[src/hdl/dpt_pkg.sv]
package dpt_pkg;

  // Command codes carried by the command field. Code 3 has no meaning.
  typedef enum logic [1:0] {
    CMD_TICK  = 2'd0,
    CMD_WRITE = 2'd1,
    CMD_READ  = 2'd2
  } cmd_e;

  // Bus register selection.
  typedef enum logic [1:0] {
    REG_DIVIDER = 2'd0,
    REG_COUNTER = 2'd1,
    REG_RELOAD  = 2'd2,
    REG_CONTROL = 2'd3
  } reg_e;

  // Controller states.
  typedef enum logic [1:0] {
    ST_IDLE = 2'd0,
    ST_EXEC = 2'd1,
    ST_STEP = 2'd2,
    ST_DONE = 2'd3
  } state_e;

  localparam int unsigned EnableBit   = 2;
  localparam int unsigned PrescaleW   = 12;  // holds prescale plus one tick of cycles

  // Commands from the controller to the datapath.
  typedef struct packed {
    logic latch;     // capture the input item
    logic exec;      // carry out the command's first action
    logic step;      // one counter step of the prescale loop
    logic load_out;  // move the result into the output register
  } ctrl_cmd_t;

  // Status from the datapath to the controller.
  typedef struct packed {
    logic tick_on;   // command is a tick and the counter is enabled
    logic step_due;  // prescale has reached the selected period
  } dp_status_t;

  function automatic logic [PrescaleW-1:0] period_f(input logic [1:0] sel);
    logic [PrescaleW-1:0] p;
    case (sel)
      2'd0:    p = PrescaleW'(1024);
      2'd1:    p = PrescaleW'(16);
      2'd2:    p = PrescaleW'(64);
      default: p = PrescaleW'(256);
    endcase
    return p;
  endfunction

endpackage

[src/hdl/dpt_ctrl.sv]
module dpt_ctrl (
  input  logic                   clk_i,
  input  logic                   rst_ni,
  input  logic                   in_valid_i,
  output logic                   in_stall_o,
  output logic                   out_valid_o,
  input  logic                   out_stall_i,
  input  dpt_pkg::dp_status_t    status_i,
  output dpt_pkg::ctrl_cmd_t     cmd_o
);

  dpt_pkg::state_e state_q, state_d;
  logic            out_valid_q, out_valid_d;
  logic            out_free;

  assign out_free = !out_valid_q || !out_stall_i;

  always_ff @(posedge clk_i or negedge rst_ni) begin
    if (!rst_ni) begin
      state_q     <= dpt_pkg::ST_IDLE;
      out_valid_q <= 1'b0;
    end else begin
      state_q     <= state_d;
      out_valid_q <= out_valid_d;
    end
  end

  always_comb begin
    state_d    = state_q;
    cmd_o      = '0;
    in_stall_o = 1'b1;
    unique case (state_q)
      dpt_pkg::ST_IDLE: begin
        in_stall_o = 1'b0;
        if (in_valid_i) begin
          cmd_o.latch = 1'b1;
          state_d     = dpt_pkg::ST_EXEC;
        end
      end
      dpt_pkg::ST_EXEC: begin
        cmd_o.exec = 1'b1;
        state_d    = status_i.tick_on ? dpt_pkg::ST_STEP : dpt_pkg::ST_DONE;
      end
      dpt_pkg::ST_STEP: begin
        if (status_i.step_due) begin
          cmd_o.step = 1'b1;
        end else begin
          state_d = dpt_pkg::ST_DONE;
        end
      end
      dpt_pkg::ST_DONE: begin
        if (out_free) begin
          cmd_o.load_out = 1'b1;
          state_d        = dpt_pkg::ST_IDLE;
        end
      end
      default: state_d = dpt_pkg::ST_IDLE;
    endcase

    if (cmd_o.load_out) begin
      out_valid_d = 1'b1;
    end else begin
      out_valid_d = out_valid_q && out_stall_i;
    end
  end

  assign out_valid_o = out_valid_q;

endmodule

[src/hdl/dpt_datapath.sv]
module dpt_datapath (
  input  logic                   clk_i,
  input  logic                   rst_ni,
  input  logic [1:0]             command_i,
  input  logic [7:0]             cycles_i,
  input  logic [1:0]             reg_index_i,
  input  logic [7:0]             write_data_i,
  input  dpt_pkg::ctrl_cmd_t     cmd_i,
  output dpt_pkg::dp_status_t    status_o,
  output logic [7:0]             read_data_o,
  output logic                   timer_irq_o
);

  localparam int unsigned PW = dpt_pkg::PrescaleW;

  // Captured input item.
  logic [1:0] command_q;
  logic [7:0] cycles_q;
  logic [1:0] reg_index_q;
  logic [7:0] write_data_q;

  // Architectural state.
  logic [7:0]    div_pre_q, div_pre_d;
  logic [7:0]    div_q, div_d;
  logic [PW-1:0] cnt_pre_q, cnt_pre_d;
  logic [7:0]    cnt_q, cnt_d;
  logic [7:0]    reload_q, reload_d;
  logic [7:0]    ctrl_q, ctrl_d;

  // Result under construction and output register.
  logic [7:0] rd_q, rd_d;
  logic       irq_q, irq_d;
  logic [7:0] read_data_q;
  logic       timer_irq_q;

  logic [8:0]    div_sum;
  logic [PW-1:0] period;
  logic [7:0]    cnt_inc;

  assign div_sum = {1'b0, div_pre_q} + {1'b0, cycles_q};
  assign period  = dpt_pkg::period_f(ctrl_q[1:0]);
  assign cnt_inc = cnt_q + 8'd1;

  assign status_o.tick_on  = (dpt_pkg::cmd_e'(command_q) == dpt_pkg::CMD_TICK)
                             && ctrl_q[dpt_pkg::EnableBit];
  assign status_o.step_due = (cnt_pre_q >= period);

  always_ff @(posedge clk_i) begin
    if (cmd_i.latch) begin
      command_q    <= command_i;
      cycles_q     <= cycles_i;
      reg_index_q  <= reg_index_i;
      write_data_q <= write_data_i;
    end
    if (cmd_i.load_out) begin
      read_data_q <= rd_q;
      timer_irq_q <= irq_q;
    end
    rd_q  <= rd_d;
    irq_q <= irq_d;
  end

  always_ff @(posedge clk_i or negedge rst_ni) begin
    if (!rst_ni) begin
      div_pre_q <= '0;
      div_q     <= '0;
      cnt_pre_q <= '0;
      cnt_q     <= '0;
      reload_q  <= '0;
      ctrl_q    <= '0;
    end else begin
      div_pre_q <= div_pre_d;
      div_q     <= div_d;
      cnt_pre_q <= cnt_pre_d;
      cnt_q     <= cnt_d;
      reload_q  <= reload_d;
      ctrl_q    <= ctrl_d;
    end
  end

  always_comb begin
    div_pre_d = div_pre_q;
    div_d     = div_q;
    cnt_pre_d = cnt_pre_q;
    cnt_d     = cnt_q;
    reload_d  = reload_q;
    ctrl_d    = ctrl_q;
    rd_d      = rd_q;
    irq_d     = irq_q;

    if (cmd_i.exec) begin
      rd_d  = 8'd0;
      irq_d = 1'b0;
      unique case (command_q)
        dpt_pkg::CMD_TICK: begin
          // The carry out of the 8-bit prescale is the divider step.
          div_pre_d = div_sum[7:0];
          div_d     = div_q + {7'd0, div_sum[8]};
          if (ctrl_q[dpt_pkg::EnableBit]) begin
            cnt_pre_d = cnt_pre_q + PW'(cycles_q);
          end
        end
        dpt_pkg::CMD_WRITE: begin
          unique case (dpt_pkg::reg_e'(reg_index_q))
            dpt_pkg::REG_DIVIDER: div_d    = write_data_q;
            dpt_pkg::REG_COUNTER: cnt_d    = write_data_q;
            dpt_pkg::REG_RELOAD:  reload_d = write_data_q;
            default:              ctrl_d   = write_data_q;
          endcase
        end
        dpt_pkg::CMD_READ: begin
          unique case (dpt_pkg::reg_e'(reg_index_q))
            dpt_pkg::REG_DIVIDER: rd_d = div_q;
            dpt_pkg::REG_COUNTER: rd_d = cnt_q;
            dpt_pkg::REG_RELOAD:  rd_d = reload_q;
            default:              rd_d = ctrl_q;
          endcase
        end
        default: ;
      endcase
    end

    if (cmd_i.step) begin
      cnt_pre_d = cnt_pre_q - period;
      if (cnt_inc == 8'd0) begin
        cnt_d = reload_q;
        irq_d = 1'b1;
      end else begin
        cnt_d = cnt_inc;
      end
    end
  end

  assign read_data_o = read_data_q;
  assign timer_irq_o = timer_irq_q;

endmodule

[src/hdl/divider_and_programmable_timer.sv]
// A read, a write or a tick with the counter disabled is captured, executed and then
// loaded into the output register; an enabled tick also steps the counter prescale in
// between, subtracting one period per cycle, for floor((prescale + cycles) / period) steps.
// A new command is taken only after the previous result has been loaded.
// Reset (rst_ni low, asynchronous) clears every timer register and the output valid.
module divider_and_programmable_timer (
  input  logic       clk_i,
  input  logic       rst_ni,
  // Command channel.
  input  logic       in_valid_i,
  output logic       in_stall_o,
  input  logic [1:0] command_i,
  input  logic [7:0] cycles_i,
  input  logic [1:0] reg_index_i,
  input  logic [7:0] write_data_i,
  // Result channel.
  output logic       out_valid_o,
  input  logic       out_stall_i,
  output logic [7:0] read_data_o,
  output logic       timer_irq_o
);

  // The controller sequences each command: capture, execute, then, for an enabled tick, step
  // the counter prescale once per cycle until it drops below the selected period. The result
  // goes into an output register, so a finished result waiting on a stalled
  // receiver does not stop the next command from being taken in.
  dpt_pkg::ctrl_cmd_t  cmd;
  dpt_pkg::dp_status_t status;

  dpt_ctrl u_ctrl (
    .clk_i       (clk_i),
    .rst_ni      (rst_ni),
    .in_valid_i  (in_valid_i),
    .in_stall_o  (in_stall_o),
    .out_valid_o (out_valid_o),
    .out_stall_i (out_stall_i),
    .status_i    (status),
    .cmd_o       (cmd)
  );

  // The datapath holds the divider, counter, reload and control registers and
  // both prescalers. Several counter wraps in one tick each reload the counter,
  // and the interrupt flag of that tick is set once.
  dpt_datapath u_datapath (
    .clk_i        (clk_i),
    .rst_ni       (rst_ni),
    .command_i    (command_i),
    .cycles_i     (cycles_i),
    .reg_index_i  (reg_index_i),
    .write_data_i (write_data_i),
    .cmd_i        (cmd),
    .status_o     (status),
    .read_data_o  (read_data_o),
    .timer_irq_o  (timer_irq_o)
  );

endmodule

[config.mk]
export PLATFORM = sky130hd
export DESIGN_NAME = divider_and_programmable_timer
export DESIGN_NICKNAME = d
export VERILOG_FILES = /design/src/hdl/dpt_pkg.sv /design/src/hdl/dpt_ctrl.sv /design/src/hdl/dpt_datapath.sv /design/src/hdl/divider_and_programmable_timer.sv
export SDC_FILE = /design/constraint.sdc
export NUM_CORES = 1
export LEC_CHECK = 0
export ABC_AREA = 1
export BUFFER_PORTS_ARGS = -buffer_cell sky130_fd_sc_hd__buf_2
export CAP_MARGIN = 25
export CORE_ASPECT_RATIO = 1.5
export CORE_MARGIN = 3
export CORE_UTILIZATION = 48
export CTS_BUF_LIST = sky130_fd_sc_hd__clkbuf_8 sky130_fd_sc_hd__clkbuf_16
export DETAILED_ROUTE_END_ITERATION = 8
export GPL_TIMING_DRIVEN = 0
export PLACE_DENSITY_LB_ADDON = 0.3
export SLEW_MARGIN = 20
export SYNTH_ARGS = -nofsm -noshare
export SYNTH_HDL_FRONTEND = slang
export SYNTH_SLANG_ARGS = --single-unit
[constraint.sdc]
create_clock -name clk_i -period 5.2 [get_ports clk_i]
set_input_delay 0 -clock clk_i [delete_from_list [all_inputs] [get_ports clk_i]]
set_output_delay 0 -clock clk_i [all_outputs]
set_load 0.005 [all_outputs]
==> results of run 1 <==
## where the power goes
group	total, uW	leakage (uW)	internal (uW)	switching, uW
clock	673	0.000145	379	294
combinational	1620	0.00176	617	1010
sequential	1290	0.00104	1070	218
## per-layer routing
| metal | GRT usage, % | share of wire [%] | routed length, microns | vias to the layer above |
|---|---|---|---|---|
| met5 | 0 | 0 | 0 | - |
| met3 | 4.29 | 4.8 | 563 | 24 |
| li1 | - | - | - | 2220 |
| met2 | 35.1 | 51 | 5890 | 123 |
| met1 | 25.1 | 42 | 4920 | 2044 |
| met4 | 7.44 | 2.2 | 250 | 0 |
## layout make-up
class	count	area [sq um]
repair buffers	56	393
inverters	83	312
multi-input cells	449	2440
clock buffers	9	225
well taps	144	180
flip-flops and latches	93	2510
fillers	985	4500
clock inverters	7	83.8
plain buffers	11	68.8
## worst paths after layout
| path | to | slack [ns] | start | cells past startpoint |
|---|---|---|---|---|
| setup / recovery | u_datapath.div_q[6]$_DFFE_PN0P_ | 2.22 | u_datapath.cycles_q[0]$_DFFE_PP_ | 17 |
| hold / removal | u_ctrl.state_q[0]$_DFFE_PN0P_ | 0.20 | in_valid_i | 4 |
| setup reg to reg | u_datapath.div_q[6]$_DFFE_PN0P_ | 2.22 | u_datapath.cycles_q[0]$_DFFE_PP_ | 17 |
| hold reg to reg | u_datapath.read_data_o[4]$_DFFE_PP_ | 0.42 | u_datapath.rd_q[4]$_SDFFCE_PP0P_ | 0 |
| max in group asynchronous | u_datapath.cnt_q[1]$_DFFE_PN0P_ | 4.42 | rst_ni | 2 |
| min in group asynchronous | u_datapath.cnt_q[6]$_DFFE_PN0P_ | 0.25 | rst_ni | 2 |
## cell families after synthesis
| family | count (synthesis) | share of synthesized area, % |
|---|---|---|
| adder cells (fa/ha/maj) | 31 | 7.57 |
| AND/OR/NAND/NOR | 298 | 24.4 |
| multiplexers | 3 | 0.635 |
| AO/OA/AOI/OAI | 103 | 10.8 |
| buffers and inverters | 94 | 7.14 |
| XOR/XNOR | 14 | 2.30 |
| flip-flops | 93 | 47.1 |
## flip-flops by register name, summed over array words and instances (netlist names)
signal / cells
u_datapath.cnt_pre_q: 12
u_datapath.cnt_q: 8
u_datapath.ctrl_q: 8
u_datapath.cycles_q: 8
u_datapath.div_pre_q: 8
u_datapath.div_q: 8
u_datapath.rd_q: 8
u_datapath.read_data_o: 8
u_datapath.reload_q: 8
u_datapath.write_data_q: 8
u_ctrl.state_q: 2
u_datapath.command_q: 2
u_datapath.reg_index_q: 2
u_ctrl.out_valid_o: 1
u_datapath.irq_q: 1
u_datapath.timer_irq_o: 1
## worst min-delay path: stages
cell and delay (ns):
buf_2 0.09, o22ai_1 0.08, nor2_1 0.21, o21ai_0 0.12
## Yosys cell counts (6+ instances only)
library cell	instances	area share [%]
dfrtp_1	55	26
nand3_1	44	4.1
ha_1	29	6.8
edfxtp_1	37	21
nand2_1	174	12
o21ai_0	47	4.4
nor2_1	46	3.2
inv_1	78	5.5
nor2_2	7	0.82
nand4_1	6	0.71
xor2_1	7	1.2
xnor2_1	7	1.2
a21oi_1	30	2.8
## stage by stage
step           util, %  hold slack (ns)
2_1_floorplan        -           -0.296
3_3_place_gp      53.0            0.176
3_5_place_dp      53.0            0.126
4_1_cts           58.0            0.185
5_1_grt           58.0            0.232
6_report          58.0            0.203
## what timing repair did
action                    in CTS  in global routing
hold endpoints to repair      76                  0
setup buffers                  0                  0
hold buffers                  22                  0
==> flow_metrics.tcl, run 1 <==
set metrics [dict create \
    rsz0062_at_grt "no" \
    dieArea_sq_um 12400 \
    area_delta_synth_final_pct 16.6 \
    most-common-layout-cells "174 x nand2_1, 78 x inv_1, 55 x dfrtp_1" \
    hold_viol 0 \
    critPathSlowestCell "edfxtp_1" \
    cts_buffers 9 \
    place_congestion 0.857 \
    synth_area_per_cell_sq_um 8.37 \
    start_util_pct 49.7 \
    antenna_found_initial 0 \
    finClkSkew_ns 0.00720 \
    grt_max_degree 56 \
    yosysWarnings 0 \
    finalNetCount 758 \
    power_uw 3590 \
    rows 46 \
    htree_levels 3 \
    cts_tree "done" \
    post_cts_resized 0 \
    min_period_ns 2.98 \
    ys_seq_area_share_pct 47.1 \
    setup_tns_ns 0 \
    clkLatencyLatePin_ns 0.35 \
    critical_path.max_stage_delay_ns 0.43 \
    core_sq_um 10700 \
    place_area_sq_um 5680 \
    yosysUniqueCellTypes 40 \
    dp_slack_ns 2.21 \
    powerDensity_nw_per_um2 578 \
    dp_hpwl_mm 8.83 \
    critPathArrivalTime_ns 3.22 \
    crit_buf_inv 0 \
    post-route-drc-count 0 \
    relSlewSlack_pct 47.6 \
    num_vias 4411 \
    outcome "finished clean" \
    port_buffers 34 \
    cp-start-kind "flop" \
    io_pins 35 \
    crit_family "adder cells" \
    cts_buffer_depth 2 \
    period_share_pct 57.3 \
    firstDrtPassIters 5 \
    p_leak_uw 0.00294 \
    viasPerCell 5.18 \
    drt-total-wl_mm 11.6 \
    die_w_microns 92.0 \
    grt_usage_pct 20.4 \
    ir_worst_vdd_mv 0.343 \
    dp_cells 814 \
    fp.dieH_microns 135 \
    overflow 0 \
    design_area_sq_um 6210 \
    layout_commonest_cell "nand2_1" \
    drv_cap 0 \
    post_drt_wl_per_cell_microns 13.6 \
    crit_required_ns 5.44 \
    antenna_left 0 \
    final_max_slew_viol_count 0 \
    cts.reportedPaths.clkPinSlew_ns 0.07 \
    cts_num_sinks 93 \
    ys_async_sr_fraction_pct 59.1 \
    crit_chain "ha_1, fa_1, nand3_1, nand3_1, nand2_1, nand2_1, a21oi_1, nor2_1, o21ai_0, nand2_1, ha_1, ha_1, nand3_1, nor3_1, xor2_1, o21ai_0, nand2_1" \
    synth-edff-count 37 \
    cp-end-kind "flop" \
    worst_slew_pin_slew_ns 0.785 \
    ys.flop_type "dfrtp_1" \
    ctsRootBufferMaster "clkbuf_16" \
    cpMostUsedCell "nand2_1" \
    cp_max_fo 2 \
    grt_pass1_vias 4391 \
    grt_pass1_wl_mm 20.2 \
    worstHoldPathType "primary input to flop" \
    setup_ws_ns 2.22 \
    drt-initial-drc-count 266 \
    ys_ff_latch 93 \
    synth_cells 636 \
    critical_path_class "flop to flop" \
    clock.fmax_mhz 336 \
    final_cells 852 \
    synthesis.nets 691 \
    drive_gt1_share_pct 13.3 \
    diodes 0 \
    setup_violations 0 \
    syn-cell-area_sq_um 5320 \
]
No activity file was read; power rests on OpenSTA's default activity.
==> inputs of run 2 (changes only) <==
==> constraint.sdc (replaced) <==
create_clock -name clk_i -period 2.5 [get_ports clk_i]
set_input_delay 0 -clock clk_i [delete_from_list [all_inputs] [get_ports clk_i]]
set_output_delay 0 -clock clk_i [all_outputs]
set_load 0.005 [all_outputs]
==> run 2 against run 1 <==
  * The flow now finishes with violations (negative setup slack)
  * Flip-flop and latch count did not move
  * Clock skew fell by 0.0012 ns
  * Global-route usage barely moved
  * Sequential power rose by 110%
  * Design area rose by 2.2%
  * Critical endpoint unchanged
==> flow_metrics.tcl, run 2 (same netlist as run 1, synthesis figures left out) <==
set metrics [dict create \
    outcome "finished, violations left" \
    failed_checks "negative setup slack" \
    cp-start-kind "flop" \
    start_util_pct 49.7 \
    cp-end-kind "flop" \
    ir_worst_vdd_mv 0.648 \
    cp_max_fo 2 \
    rows 46 \
    antenna_found_initial 0 \
    dp_slack_ns -0.281 \
    area_delta_synth_final_pct 19.1 \
    holdPathEnd "u_ctrl.state_q[1]$_DFFE_PN0P_" \
    hold_start "in_valid_i" \
    hold_depth 4 \
    final_cells 859 \
    dp_cells 814 \
    dieArea_sq_um 12400 \
    place_area_sq_um 5690 \
    finalNetCount 765 \
    top_register "u_datapath.cnt_pre_q" \
    fin_hold_ws_ns 0.194 \
    cts.reportedPaths.clkPinSlew_ns 0.06 \
    port_buffers 34 \
    grt_pass1_wl_mm 20.1 \
    clkLatencyLatePin_ns 0.35 \
    overflow 0 \
    cts_buffers 9 \
    r2r_start "u_datapath.cycles_q[0]$_DFFE_PP_" \
    clock.fmax_mhz 382 \
    critPathArrivalTime_ns 2.85 \
    setup_violations 5 \
    relSlewSlack_pct 43.9 \
    multiInputGateArea_sq_um 2560 \
    io_pins 35 \
    cts_buffer_depth 2 \
    crit_required_ns 2.73 \
    drv_cap 0 \
    most-common-layout-cells "171 x nand2_1, 78 x inv_1, 55 x dfrtp_1" \
    drt-total-wl_mm 12.0 \
    p_leak_uw 0.00296 \
    num_vias 4418 \
    setup_ws_ns -0.115 \
    dp_hpwl_mm 9.00 \
    grt_pass1_vias 4464 \
    layout_commonest_cell "nand2_1" \
    hold_viol 0 \
    worst_slew_pin_slew_ns 0.842 \
    largest_reg_flops 12 \
    ctsRootBufferMaster "clkbuf_16" \
    cts_tree "done" \
    post-route-drc-count 0 \
    drt-initial-drc-count 265 \
    final_max_slew_viol_count 0 \
    grt_max_degree 56 \
    die_w_microns 92.0 \
    viasPerCell 5.14 \
    post_drt_wl_per_cell_microns 14.0 \
    r2r-end "u_datapath.div_q[6]$_DFFE_PN0P_" \
    diodes 0 \
    finClkSkew_ns 0.00600 \
    design_area_sq_um 6340 \
    drive_gt1_share_pct 16.5 \
    ff2ff_setup_slack_ns -0.11 \
    reg2regPathDepth 17 \
    rsz0062_at_grt "yes" \
    min_period_ns 2.61 \
    grt_usage_pct 20.3 \
    critical_path_class "flop to flop" \
    fp.dieH_microns 135 \
    antenna_left 0 \
    cts_num_sinks 93 \
    core_sq_um 10700 \
    worstHoldPathType "primary input to flop" \
    period_share_pct 105 \
    powerDensity_nw_per_um2 1190 \
    seq_area_sq_um 2510 \
    place_congestion 0.896 \
    nFillCells 947 \
    htree_levels 3 \
    setup_tns_ns -0.314 \
    firstDrtPassIters 4 \
]
## run 2: cell count changes in the layout (fill, tap and decap cells not counted), sizes merged
cell | before | now
clkinv | 2 | 4
buf | 42 | 49
inv | 85 | 84
bufinv | 1 | 0
## run 2: layout make-up
type,instances,share of cell area (%)
Multi-Input combinational cell,449,40.4
Sequential cell,93,39.5
Timing Repair Buffer,63,7.02
Inverter,83,4.91
Clock buffer,9,3.55
Tap cell,144,2.84
Buffer,11,1.09
Clock inverter,7,0.651
## run 2: how the worst max path moves through the flow
stage,slack [ns],start,end,cells after the start
final,-0.11,u_datapath.cycles_q[0]$_DFFE_PP_,u_datapath.div_q[6]$_DFFE_PN0P_,17
after global routing,-0.28,u_datapath.cycles_q[0]$_DFFE_PP_,u_datapath.div_q[7]$_DFFE_PN0P_,19
after CTS,-0.18,u_datapath.cycles_q[0]$_DFFE_PP_,u_datapath.div_q[6]$_DFFE_PN0P_,17
after detailed placement,-0.28,u_datapath.cycles_q[0]$_DFFE_PP_,u_datapath.div_q[7]$_DFFE_PN0P_,19
after global placement,-0.25,u_datapath.cycles_q[0]$_DFFE_PP_,u_datapath.div_q[6]$_DFFE_PN0P_,17
after floorplan,0.01,u_datapath.cycles_q[0]$_DFFE_PP_,u_datapath.div_q[6]$_DFFE_PN0P_,17
## run 2: worst max-delay path, stage by stage, from the launching register on
cell      delay (ns)
edfxtp_1        0.43
ha_4            0.19
fa_2            0.35
nand3_2         0.07
nand3_2         0.08
nand2_2         0.09
nand2_2         0.05
a21oi_2         0.14
nor2_1          0.07
o21ai_1         0.11
nand2_1         0.10
ha_4            0.19
ha_4            0.17
nand3_4         0.08
nor3_2          0.05
xor2_1          0.14
o21ai_1         0.12
nand2_1         0.06
## run 2: where the power goes
group / switching, uW / leakage (uW) / internal (uW) / total [uW]
combinational: 2160 / 0.00179 / 1400 / 3560
clock: 585 / 0.000127 / 667 / 1250
sequential: 498 / 0.00104 / 2220 / 2720
## run 2: stage by stage
stage                     utilization (%)  power (uW)
after global routing                 59.2        8190
after CTS                            58.6        7460
after global placement               53.2        5920
after floorplan                         -        5200
final                                59.2        7530
after detailed placement             53.2        6060
## run 2: what timing repair did
item | CTS | global route
hold endpoints to repair | 76 | 0
setup buffers | 4 | 3
gates resized for setup | 18 | 8
pin swaps | 6 | 12
setup endpoints to repair | 14 | 13
hold buffers | 22 | 0
## run 2: per-layer routing
metal	share of wire [%]	track usage [%]
met5	0	0
met4	1.7	7.11
met3	3.1	2.90
met2	52	37.1
met1	43	24.2
==> inputs of run 3 (changes only) <==
--- a/config.mk
+++ b/config.mk
@@ -6,12 +6,11 @@
 export NUM_CORES = 1
 export LEC_CHECK = 0
 export ABC_AREA = 1
-export BUFFER_PORTS_ARGS = -buffer_cell sky130_fd_sc_hd__buf_2
+export BUFFER_PORTS_ARGS = -buffer_cell sky130_fd_sc_hd__clkbuf_2
 export CAP_MARGIN = 25
 export CORE_ASPECT_RATIO = 1.5
 export CORE_MARGIN = 3
 export CORE_UTILIZATION = 48
-export CTS_BUF_LIST = sky130_fd_sc_hd__clkbuf_8 sky130_fd_sc_hd__clkbuf_16
 export DETAILED_ROUTE_END_ITERATION = 8
 export GPL_TIMING_DRIVEN = 0
 export PLACE_DENSITY_LB_ADDON = 0.3
==> run 3 against run 2 <==
  * Flip-flop and latch count is the same
  * The run still ends with negative setup slack left
  * Global-route usage rose by 1.2 points
  * Critical path type unchanged
  * Critical path depth stayed put
==> flow_metrics.tcl, run 3 (same netlist as run 1, synthesis figures left out) <==
set metrics [dict create \
    rsz0062_at_grt "yes" \
    viasPerCell 5.24 \
    finalNetCount 781 \
    grt_max_degree 41 \
    powerDensity_nw_per_um2 1230 \
    start_util_pct 49.7 \
    setup_violations 5 \
    relSlewSlack_pct 43.1 \
    post_drt_wl_per_cell_microns 14.5 \
    grt_pass1_vias 4623 \
    drive_gt1_share_pct 18.9 \
    drt-total-wl_mm 12.7 \
    htree_levels 3 \
    largest_reg_flops 12 \
    cts_buffers 9 \
    failed_checks "negative setup slack" \
    design_area_sq_um 6560 \
    top_register "u_datapath.cnt_pre_q" \
    place_congestion 0.890 \
    clkLatencyLatePin_ns 0.34 \
    firstDrtPassIters 5 \
    port_buffers 34 \
    antenna_left 0 \
    cts_num_sinks 93 \
    cts.reportedPaths.clkPinSlew_ns 0.06 \
    crit_chain "ha_2, fa_2, nand3_2, nand3_2, nand2_2, nand2_2, a21oi_4, nor2_2, o21ai_1, nand2_1, ha_4, ha_4, nand3_2, nor3_1, xor2_1, o21ai_1, nand2_1" \
    grt_pass1_wl_mm 21.3 \
    reg2regPathDepth 17 \
    diodes 0 \
    antenna_found_initial 0 \
    hold_viol 0 \
    p_leak_uw 0.00309 \
    setup_ws_ns -0.176 \
    critical_path_class "flop to flop" \
    setup_tns_ns -0.599 \
    outcome "finished, violations left" \
    finClkSkew_ns 0.00509 \
    cp_max_fo 2 \
    crit_family "adder cells" \
    num_vias 4585 \
    cp-start-kind "flop" \
    drv_cap 0 \
    crit_required_ns 2.73 \
    worst_slew_pin_slew_ns 0.854 \
    fp.dieH_microns 135 \
    rows 46 \
    ff2ff_setup_slack_ns -0.18 \
    post-route-drc-count 0 \
    cts_buffer_depth 2 \
    power_uw 8100 \
    core_sq_um 10700 \
    r2r-end "u_datapath.div_q[6]$_DFFE_PN0P_" \
    io_pins 35 \
    crit_buf_inv 0 \
    place_area_sq_um 5710 \
    nFillCells 902 \
    clock.fmax_mhz 374 \
    critPathArrivalTime_ns 2.91 \
    drt-initial-drc-count 328 \
    worstHoldPathType "primary input to asynchronous set/reset pin" \
    die_w_microns 92.0 \
    cts_tree "done" \
    most-common-layout-cells "170 x nand2_1, 78 x inv_1, 55 x dfrtp_1" \
    ir_worst_vdd_mv 0.749 \
    min_period_ns 2.68 \
    critPathSlowestCell "edfxtp_1" \
    area_delta_synth_final_pct 23.2 \
    grt_usage_pct 21.5 \
    final_max_slew_viol_count 0 \
    critical_path.max_stage_delay_ns 0.42 \
    cp-end-kind "flop" \
    overflow 0 \
    dieArea_sq_um 12400 \
    dp_hpwl_mm 9.12 \
    layout_commonest_cell "nand2_1" \
    period_share_pct 107 \
    r2r_start "u_datapath.cycles_q[0]$_DFFE_PP_" \
    ctsRootBufferMaster "clkbuf_16" \
    cpMostUsedCell "nand3_2" \
]
-- run 3: cell count changes in the layout (fill, tap and decap cells not counted), moves of 3 or more --
cell	change
buf_2	-33
buf_4	+13
clkbuf_2	+33
nor2_1	-3
-- run 3: power breakdown --
part           leakage (uW)  switching [uW]  total, uW  internal (uW)
Sequential          0.00104             503       2730           2230
Combinational       0.00189            2280       3880           1600
Clock              0.000160             556       1490            933
Total               0.00309            3340       8100           4760
-- run 3: area by class of cell --
cell class | instances | area [sq um] | share of cell area, %
flip-flops and latches | 93 | 2510 | 38.2
well taps | 144 | 180 | 2.75
inverters | 83 | 312 | 4.75
multi-input cells | 449 | 2580 | 39.3
clock buffers | 13 | 260 | 3.97
repair buffers | 79 | 582 | 8.87
plain buffers | 11 | 68.8 | 1.05
clock inverters | 3 | 68.8 | 1.05
-- run 3: through the flow --
step / setup WS [ns] / hold slack (ns) / utilization, % / std cells
after floorplan: 0.0115 / -0.296 / - / 636
after global placement: -0.248 / 0.177 / 53.2 / 814
after detailed placement: -0.286 / -0.0807 / 53.4 / 815
after CTS: -0.112 / 0.0891 / 60.5 / 873
after global routing: -0.312 / 0.112 / 61.3 / 875
final: -0.176 / 0.0869 / 61.3 / 875
-- run 3: repair_timing --
action,CTS,global route
resized for setup,14,19
buffers inserted,21,4
endpoints found under the hold margin,76,0
hold buffers,22,0
pin swaps,7,11
endpoints found under the setup margin,11,14
-- run 3: layer usage --
metal	track usage, %	share of wire [%]
met1	26.0	42
met2	38.0	52
met3	3.62	4.4
met4	8.68	2.4
met5	0	0
-- run 3: worst max path at each step --
stage / from / endpoint / slack [ns] / cells after the start
final: u_datapath.cycles_q[0]$_DFFE_PP_ / u_datapath.div_q[6]$_DFFE_PN0P_ / -0.18 / 17
after global routing: u_datapath.cycles_q[0]$_DFFE_PP_ / u_datapath.div_q[7]$_DFFE_PN0P_ / -0.31 / 19
after CTS: u_datapath.cycles_q[0]$_DFFE_PP_ / u_datapath.div_q[6]$_DFFE_PN0P_ / -0.11 / 17
after detailed placement: u_datapath.cycles_q[0]$_DFFE_PP_ / u_datapath.div_q[6]$_DFFE_PN0P_ / -0.29 / 17
after global placement: u_datapath.cycles_q[0]$_DFFE_PP_ / u_datapath.div_q[6]$_DFFE_PN0P_ / -0.25 / 17
after floorplan: u_datapath.cycles_q[0]$_DFFE_PP_ / u_datapath.div_q[6]$_DFFE_PN0P_ / 0.01 / 17
